[src/design/fmprf_pkg.sv]
// shared types and constants for the first-match packet rule filter
// no dependencies

package fmprf_pkg;

  localparam logic [1:0] FUNC_CLASSIFY = 2'd0;
  localparam logic [1:0] FUNC_APPEND   = 2'd1;
  localparam logic [1:0] FUNC_DELETE   = 2'd2;

  localparam logic [1:0] STATUS_OK       = 2'd0;
  localparam logic [1:0] STATUS_FULL     = 2'd1;
  localparam logic [1:0] STATUS_BAD_NUM  = 2'd2;

  localparam logic [7:0] PROTO_TCP = 8'd6;
  localparam logic [7:0] PROTO_UDP = 8'd17;

  localparam logic [1:0] RPROTO_ANY = 2'd0;
  localparam logic [1:0] RPROTO_TCP = 2'd1;
  localparam logic [1:0] RPROTO_UDP = 2'd2;

  localparam int unsigned AddrBits = 32;

  // one stored rule
  typedef struct packed {
    logic [1:0]  dir;
    logic [31:0] src_addr;
    logic [31:0] src_keep;
    logic [31:0] dst_addr;
    logic [31:0] dst_keep;
    logic [15:0] sport;
    logic [15:0] dport;
    logic [1:0]  proto;
    logic        verdict;
  } rule_t;

  // classified word passed from front to back
  typedef struct packed {
    logic [1:0]  func;
    logic [1:0]  dir;
    logic [31:0] src_ip;
    logic [31:0] dst_ip;
    logic [15:0] sport;
    logic [15:0] dport;
    logic [7:0]  protocol;
    logic        is_tcp;
    logic        is_udp;
    logic [31:0] src_keep;
    logic [31:0] dst_keep;
    logic        rule_action;
    logic [4:0]  rule_number;
  } cmd_t;

  // prefix keep mask from a netmask: leading ones, mask 0 means all 32 bits
  function automatic logic [31:0] keep_of(input logic [31:0] mask);
    logic [31:0] k;
    logic        run;
    k   = '0;
    run = 1'b1;
    if (mask == '0) begin
      k = '1;
    end else begin
      for (int b = 31; b >= 0; b--) begin
        run  = run & mask[b];
        k[b] = run;
      end
    end
    return k;
  endfunction

endpackage

[src/design/fmprf_front.sv]
// front part: takes commands, normalizes ports and builds prefix masks
// depends on fmprf_pkg

module fmprf_front (
  input  logic               clk_i,
  input  logic               rst_ni,
  input  logic               start_i,
  output logic               busy_o,
  input  logic [1:0]         func_i,
  input  logic [1:0]         direction_i,
  input  logic [31:0]        src_ip_i,
  input  logic [31:0]        dst_ip_i,
  input  logic [15:0]        sport_i,
  input  logic [15:0]        dport_i,
  input  logic [7:0]         protocol_i,
  input  logic [31:0]        src_mask_i,
  input  logic [31:0]        dst_mask_i,
  input  logic               rule_action_i,
  input  logic [4:0]         rule_number_i,
  output logic               cmd_valid_o,
  output fmprf_pkg::cmd_t    cmd_o,
  input  logic               cmd_ready_i
);
  import fmprf_pkg::*;

  logic valid_q, valid_d;
  cmd_t cmd_q, cmd_d;
  logic is_tcp, is_udp, take;

  assign busy_o = valid_q && !cmd_ready_i;
  assign take   = start_i && !busy_o;
  assign is_tcp = (protocol_i == PROTO_TCP);
  assign is_udp = (protocol_i == PROTO_UDP);

  // build classified word
  always_comb begin
    cmd_d = cmd_q;
    valid_d = valid_q && !cmd_ready_i;
    if (take) begin
      valid_d          = 1'b1;
      cmd_d.func       = func_i;
      cmd_d.dir        = direction_i;
      cmd_d.src_ip     = src_ip_i;
      cmd_d.dst_ip     = dst_ip_i;
      cmd_d.is_tcp     = is_tcp;
      cmd_d.is_udp     = is_udp;
      cmd_d.protocol   = protocol_i;
      // ports zeroed for non tcp/udp packets only on classify
      if (func_i == FUNC_CLASSIFY && !is_tcp && !is_udp) begin
        cmd_d.sport = '0;
        cmd_d.dport = '0;
      end else begin
        cmd_d.sport = sport_i;
        cmd_d.dport = dport_i;
      end
      cmd_d.src_keep    = keep_of(src_mask_i);
      cmd_d.dst_keep    = keep_of(dst_mask_i);
      cmd_d.rule_action = rule_action_i;
      cmd_d.rule_number = rule_number_i;
    end
  end

  always_ff @(posedge clk_i or negedge rst_ni) begin
    if (!rst_ni) begin
      valid_q <= 1'b0;
    end else begin
      valid_q <= valid_d;
    end
  end

  always_ff @(posedge clk_i) begin
    cmd_q <= cmd_d;
  end

  assign cmd_valid_o = valid_q;
  assign cmd_o       = cmd_q;

endmodule

[config.mk]
export PLATFORM = sky130hd
export DESIGN_NAME = fmprf_front
export DESIGN_NICKNAME = d
export VERILOG_FILES = /design/src/design/fmprf_pkg.sv /design/src/design/fmprf_front.sv
export SDC_FILE = /design/constraint.sdc
export NUM_CORES = 1
export LEC_CHECK = 0
export BUFFER_PORTS_ARGS = -buffer_cell sky130_fd_sc_hd__buf_2
export CAP_MARGIN = 20
export CELL_PAD_IN_SITES_DETAIL_PLACEMENT = 2
export CELL_PAD_IN_SITES_GLOBAL_PLACEMENT = 2
export CORE_MARGIN = 4
export CORE_UTILIZATION = 28
export CTS_CLUSTER_DIAMETER = 200
export DETAILED_ROUTE_END_ITERATION = 12
export GPL_ROUTABILITY_DRIVEN = 0
export GPL_TIMING_DRIVEN = 0
export PLACE_DENSITY = 0.77
export SLEW_MARGIN = 20
export SYNTH_ARGS = -nofsm -noshare
export SYNTH_HDL_FRONTEND = slang
export SYNTH_SLANG_ARGS = --single-unit
[constraint.sdc]
create_clock -name clk_i -period 5.6 [get_ports clk_i]
set_input_delay 0.84 -clock clk_i [delete_from_list [all_inputs] [get_ports clk_i]]
set_output_delay 0.84 -clock clk_i [all_outputs]
set_load 0.05 [all_outputs]
==> report_table.html <==
<table>
<tr><th>Metric</th><th>Value</th></tr>
<tr><th colspan="2">Layout</th></tr>
<tr><td>Fill cell count</td><td>2468</td></tr>
<tr><td>Final layout net count</td><td>975</td></tr>
<tr><td>Ratio of cells with drive above 1 in the final layout</td><td>51.5%</td></tr>
<tr><td>Count of placed standard cells in the final layout, fillers left out</td><td>1128</td></tr>
<tr><td>Sequential cell area</td><td>5430 sq um</td></tr>
<tr><td>Area grow syn2layout</td><td>43.4%</td></tr>
<tr><td>Multi-input gate area in the final layout</td><td>1140 sq um</td></tr>
<tr><th colspan="2">Power and ir drop</th></tr>
<tr><td>Switching component of the power</td><td>979 uW</td></tr>
<tr><td>Leakage component of the power</td><td>0.00411 uW</td></tr>
<tr><td>Power density normalized to cell area</td><td>341 nW/um^2</td></tr>
<tr><td>Relative contribution of combinational cells to total power</td><td>14.7%</td></tr>
<tr><td>Fraction of power spent switching nets</td><td>30.0%</td></tr>
<tr><td>Clock network power share</td><td>36.6%</td></tr>
<tr><td>Power Internal</td><td>2280 uW</td></tr>
<tr><td>Part of the power in registers</td><td>48.7%</td></tr>
<tr><td>Maximum vdd ir drop</td><td>0.000157 V</td></tr>
<tr><th colspan="2">Setup path</th></tr>
<tr><td>Reg-to-reg slack, setup</td><td>3640 ps</td></tr>
<tr><td>Most used cell, CP</td><td>sky130_fd_sc_hd__buf_2</td></tr>
<tr><td>Critical path launch point type</td><td>input port</td></tr>
<tr><td>Worst setup endpoint</td><td>busy_o</td></tr>
<tr><td>Depth of the most critical reg-to-reg path</td><td>4</td></tr>
<tr><td>Launch point of the worst reg-to-reg path</td><td>cmd_valid_o$_DFF_PN0_</td></tr>
<tr><td>Crit path cell chain</td><td>buf_2 -&gt; nand2b_1 -&gt; inv_1 -&gt; buf_2</td></tr>
<tr><td>Start point of the critical path</td><td>cmd_ready_i</td></tr>
<tr><td>Nature of the critical path endpoint</td><td>output pin</td></tr>
<tr><td>Critical Path Fanout Max</td><td>3</td></tr>
<tr><td>Critical path required time</td><td>4760 ps</td></tr>
<tr><td>Arrival time worst endpoint</td><td>1430 ps</td></tr>
<tr><td>Worst path max stage delay</td><td>260 ps</td></tr>
<tr><td>Endpoint of the most critical register-to-register path</td><td>cmd_o[18]$_SDFFCE_PN1P_</td></tr>
<tr><td>Crit path max-delay cell type</td><td>sky130_fd_sc_hd__buf_2</td></tr>
<tr><td>Critical path start-end classification</td><td>input port to output pin</td></tr>
<tr><th colspan="2">GRT</th></tr>
<tr><td>Largest net degree at the start of global routing</td><td>58</td></tr>
<tr><td>Number of antenna violations at the first check in global routing</td><td>3</td></tr>
<tr><td>GRT Residual Overflow</td><td>0</td></tr>
<tr><td>Number of global-route vias before repair</td><td>5658</td></tr>
<tr><td>First-pass GRT wire length</td><td>36500 microns</td></tr>
<tr><td>Total routing usage reported by global routing</td><td>18.7%</td></tr>
<tr><th colspan="2">Clocking</th></tr>
<tr><td>Post-cts repair resize count</td><td>0</td></tr>
<tr><td>Master cell of the clock root buffer</td><td>sky130_fd_sc_hd__clkbuf_16</td></tr>
<tr><td>Hold buffer count at cts</td><td>0</td></tr>
<tr><td>Buffers inserted during post-CTS setup optimization</td><td>0</td></tr>
<tr><td>Worst skew pair latency</td><td>420 ps</td></tr>
<tr><td>Register clock-pin slew on the reported worst setup and hold paths</td><td>80 ps</td></tr>
<tr><td>CTS sink cnt</td><td>181</td></tr>
<tr><td>TritonCTS clock tree</td><td>built</td></tr>
<tr><td>Maximum root-to-sink buffer count</td><td>2</td></tr>
<tr><td>Number of buffers created by CTS</td><td>17</td></tr>
<tr><td>Number of levels in the clock H-tree</td><td>4</td></tr>
<tr><th colspan="2">Timing</th></tr>
<tr><td>Worst-margin pin slew</td><td>614 ps</td></tr>
<tr><td>Setup TNS after final layout</td><td>0 ps</td></tr>
<tr><td>Maximum clock skew at final layout</td><td>11.9 ps</td></tr>
<tr><td>Worst max-slew margin expressed relative to the limit</td><td>58.7%</td></tr>
<tr><td>Fmax</td><td>0.441 GHz</td></tr>
<tr><td>Unrepaired setup endpoints after global routing</td><td>false</td></tr>
<tr><td>Fin. max-slew vios</td><td>0</td></tr>
<tr><td>Min Tclk post-route</td><td>2270 ps</td></tr>
<tr><td>Period Utilization, post-route</td><td>40.5%</td></tr>
<tr><td>Number of failing setup endpoints in the final timing report</td><td>0</td></tr>
<tr><td>Final Hold Violating Endpoints</td><td>0</td></tr>
<tr><th colspan="2">Synthesis</th></tr>
<tr><td>Post-synth top cells</td><td>sky130_fd_sc_hd__edfxtp_1, sky130_fd_sc_hd__nand2_1, sky130_fd_sc_hd__and2_1</td></tr>
<tr><td>Most used flip-flop cell after synthesis</td><td>sky130_fd_sc_hd__edfxtp_1</td></tr>
<tr><td>Synthesized netlist net count</td><td>590</td></tr>
<tr><td>Library cell with the largest summed area after synthesis</td><td>sky130_fd_sc_hd__edfxtp_1</td></tr>
<tr><td>Async SR Flop Fraction</td><td>0.552%</td></tr>
<tr><td>Share of synthesized area occupied by flip-flops and latches</td><td>81.4%</td></tr>
<tr><td>Count of yosys warnings during synthesis</td><td>0</td></tr>
<tr><td>Avg Cell Area, Syn</td><td>16.4 sq um</td></tr>
<tr><td>Synth area leaders</td><td>sky130_fd_sc_hd__edfxtp_1, sky130_fd_sc_hd__and2_1, sky130_fd_sc_hd__nand2_1</td></tr>
<tr><td>Flip-flop and latch count after synthesis</td><td>181</td></tr>
<tr><td>Number of distinct library cells after synthesis</td><td>31</td></tr>
<tr><td>Cell area after synthesis</td><td>6670 sq um</td></tr>
<tr><td>Area share of the largest cell type after synthesis</td><td>81.0%</td></tr>
<tr><td>Number of enable flip-flop cells after synthesis</td><td>180</td></tr>
<tr><td>Mapped Cells</td><td>408</td></tr>
<tr><td>Library cell with the highest instance count after synthesis</td><td>sky130_fd_sc_hd__edfxtp_1</td></tr>
<tr><th colspan="2">Place</th></tr>
<tr><td># placed instances</td><td>1093</td></tr>
<tr><td>Number of buffers inserted by port buffering</td><td>363</td></tr>
<tr><td>Final HPWL from detailed placement</td><td>20700 microns</td></tr>
<tr><th colspan="2">Die</th></tr>
<tr><td>Core area</td><td>23500 sq um</td></tr>
<tr><td>Die Outline Area</td><td>26400 sq um</td></tr>
<tr><td>Die boundary width</td><td>162 microns</td></tr>
<tr><td>Row count</td><td>56</td></tr>
<tr><td>Initial core utilization</td><td>28.4%</td></tr>
<tr><td>Die Height</td><td>162 microns</td></tr>
<tr><td>Ports placed on the boundary</td><td>364</td></tr>
<tr><th colspan="2">Route</th></tr>
<tr><td>Per-cell via count in the routed design</td><td>4.49</td></tr>
<tr><td>Number of DRC markers after the initial detailed-route iteration</td><td>318</td></tr>
<tr><td>Vias after detailed routing</td><td>5062</td></tr>
<tr><td>Wire length after detailed routing</td><td>25500 microns</td></tr>
<tr><td>Detailed-routing iteration count for the pre-antenna-repair pass</td><td>4</td></tr>
<tr><td>Number of remaining DRC errors</td><td>0</td></tr>
<tr><td>Post-route antenna net violation count</td><td>0</td></tr>
<tr><td>Post-DR wirelength/cell</td><td>22.6 microns</td></tr>
<tr><th colspan="2">Run</th></tr>
<tr><td>Max-cap violation count</td><td>0</td></tr>
<tr><th colspan="2">Worst hold path</th></tr>
<tr><td>Path type of the worst min-delay path</td><td>input port to async pin</td></tr>
<tr><th colspan="2">Status</th></tr>
<tr><td>Run status</td><td>finished, final reports clean</td></tr>
</table>
metal layers:
metal  GRT usage [%]  vias to the layer above  wire length [microns]
li1                -                     2337                      -
met1            19.5                     2510                   8890
met2            35.7                      198                  14200
met3            6.30                       17                   2210
met4            4.77                        0                    263
met5               0                        -                      0
cell type report:
| class | count | area share [%] |
|---|---|---|
| diodes | 3 | 0.0785 |
| plain buffers | 12 | 0.693 |
| clock buffers | 17 | 4.45 |
| clock inverters | 15 | 1.67 |
| inverters | 11 | 0.432 |
| multi-input cells | 204 | 11.9 |
| flip-flops and latches | 181 | 56.8 |
| well taps | 319 | 4.17 |
| repair buffers | 366 | 19.9 |
registers in the layout (all words and copies together), names as in the netlist:
name,count
cmd_valid_o,1
cmd_o,180
cell families after synthesis:
family,Yosys count,share of synthesized area [%]
DFF,181,81.4
and+or+nand+nor,168,14.2
AOI/OAI and AO/OA,36,2.85
buffers and inverters,23,1.61
cell usage in the layout (no fill, tap or decap), types with 2 or more instances in the layout:
master | Yosys | routed
sky130_fd_sc_hd__inv_1 | 11 | 11
sky130_fd_sc_hd__inv_8 | 0 | 5
sky130_fd_sc_hd__clkinv_8 | 0 | 3
sky130_fd_sc_hd__o21ai_0 | 28 | 28
sky130_fd_sc_hd__and2_1 | 33 | 32
sky130_fd_sc_hd__inv_6 | 0 | 3
sky130_fd_sc_hd__nand4bb_1 | 2 | 2
sky130_fd_sc_hd__o21ai_1 | 3 | 3
sky130_fd_sc_hd__or2_2 | 2 | 2
sky130_fd_sc_hd__o31ai_1 | 4 | 4
sky130_fd_sc_hd__nand4_1 | 17 | 17
sky130_fd_sc_hd__nand2_1 | 53 | 53
sky130_fd_sc_hd__clkbuf_16 | 0 | 17
sky130_fd_sc_hd__clkbuf_1 | 6 | 6
sky130_fd_sc_hd__and3_1 | 2 | 2
sky130_fd_sc_hd__nand2b_1 | 4 | 4
sky130_fd_sc_hd__clkinv_4 | 0 | 2
sky130_fd_sc_hd__buf_2 | 2 | 365
sky130_fd_sc_hd__edfxtp_1 | 180 | 180
sky130_fd_sc_hd__diode_2 | 0 | 3
sky130_fd_sc_hd__nand3_1 | 19 | 19
sky130_fd_sc_hd__buf_16 | 0 | 3
sky130_fd_sc_hd__nor2_1 | 8 | 8
sky130_fd_sc_hd__buf_4 | 3 | 3
sky130_fd_sc_hd__nor3_2 | 2 | 2
sky130_fd_sc_hd__nor4_1 | 17 | 17
metrics by stage:
stage	setup WS, ps	total power, uW	hold WS [ps]	instance area (sq um)	util [%]
global placement	937	2080	522	8890	37.9
detailed placement	3090	2100	593	8970	38.2
floorplan	1960	1910	544	6680	-
CTS	3320	3300	153	9560	40.7
finish	3330	3260	182	9570	40.8
global route	3280	3390	148	9570	40.8
worst min-delay path by stage:
stage	slack, ps	cells after the start	endpoint	from
2_1_floorplan	540	0	cmd_valid_o$_DFF_PN0_	rst_ni
3_3_place_gp	520	2	cmd_valid_o$_DFF_PN0_	cmd_valid_o$_DFF_PN0_
3_5_place_dp	590	2	cmd_valid_o$_DFF_PN0_	cmd_valid_o$_DFF_PN0_
4_1_cts	150	1	cmd_valid_o$_DFF_PN0_	rst_ni
5_1_grt	150	1	cmd_valid_o$_DFF_PN0_	rst_ni
6_report	180	1	cmd_valid_o$_DFF_PN0_	rst_ni
critical path, delay by kind of cell:
kind,cells,cell delay (ps)
buf+inv,3,420
simple gates,1,170
power by group through the flow:
stage	Clock (uW)	Combinational (uW)	Sequential, uW
6_report	1190	478	1590
5_1_grt	1290	502	1600
4_1_cts	1230	484	1590
3_5_place_dp	0	483	1620
3_3_place_gp	0	457	1620
2_1_floorplan	0	54.3	1860
Power figures use the tool's default switching activity.
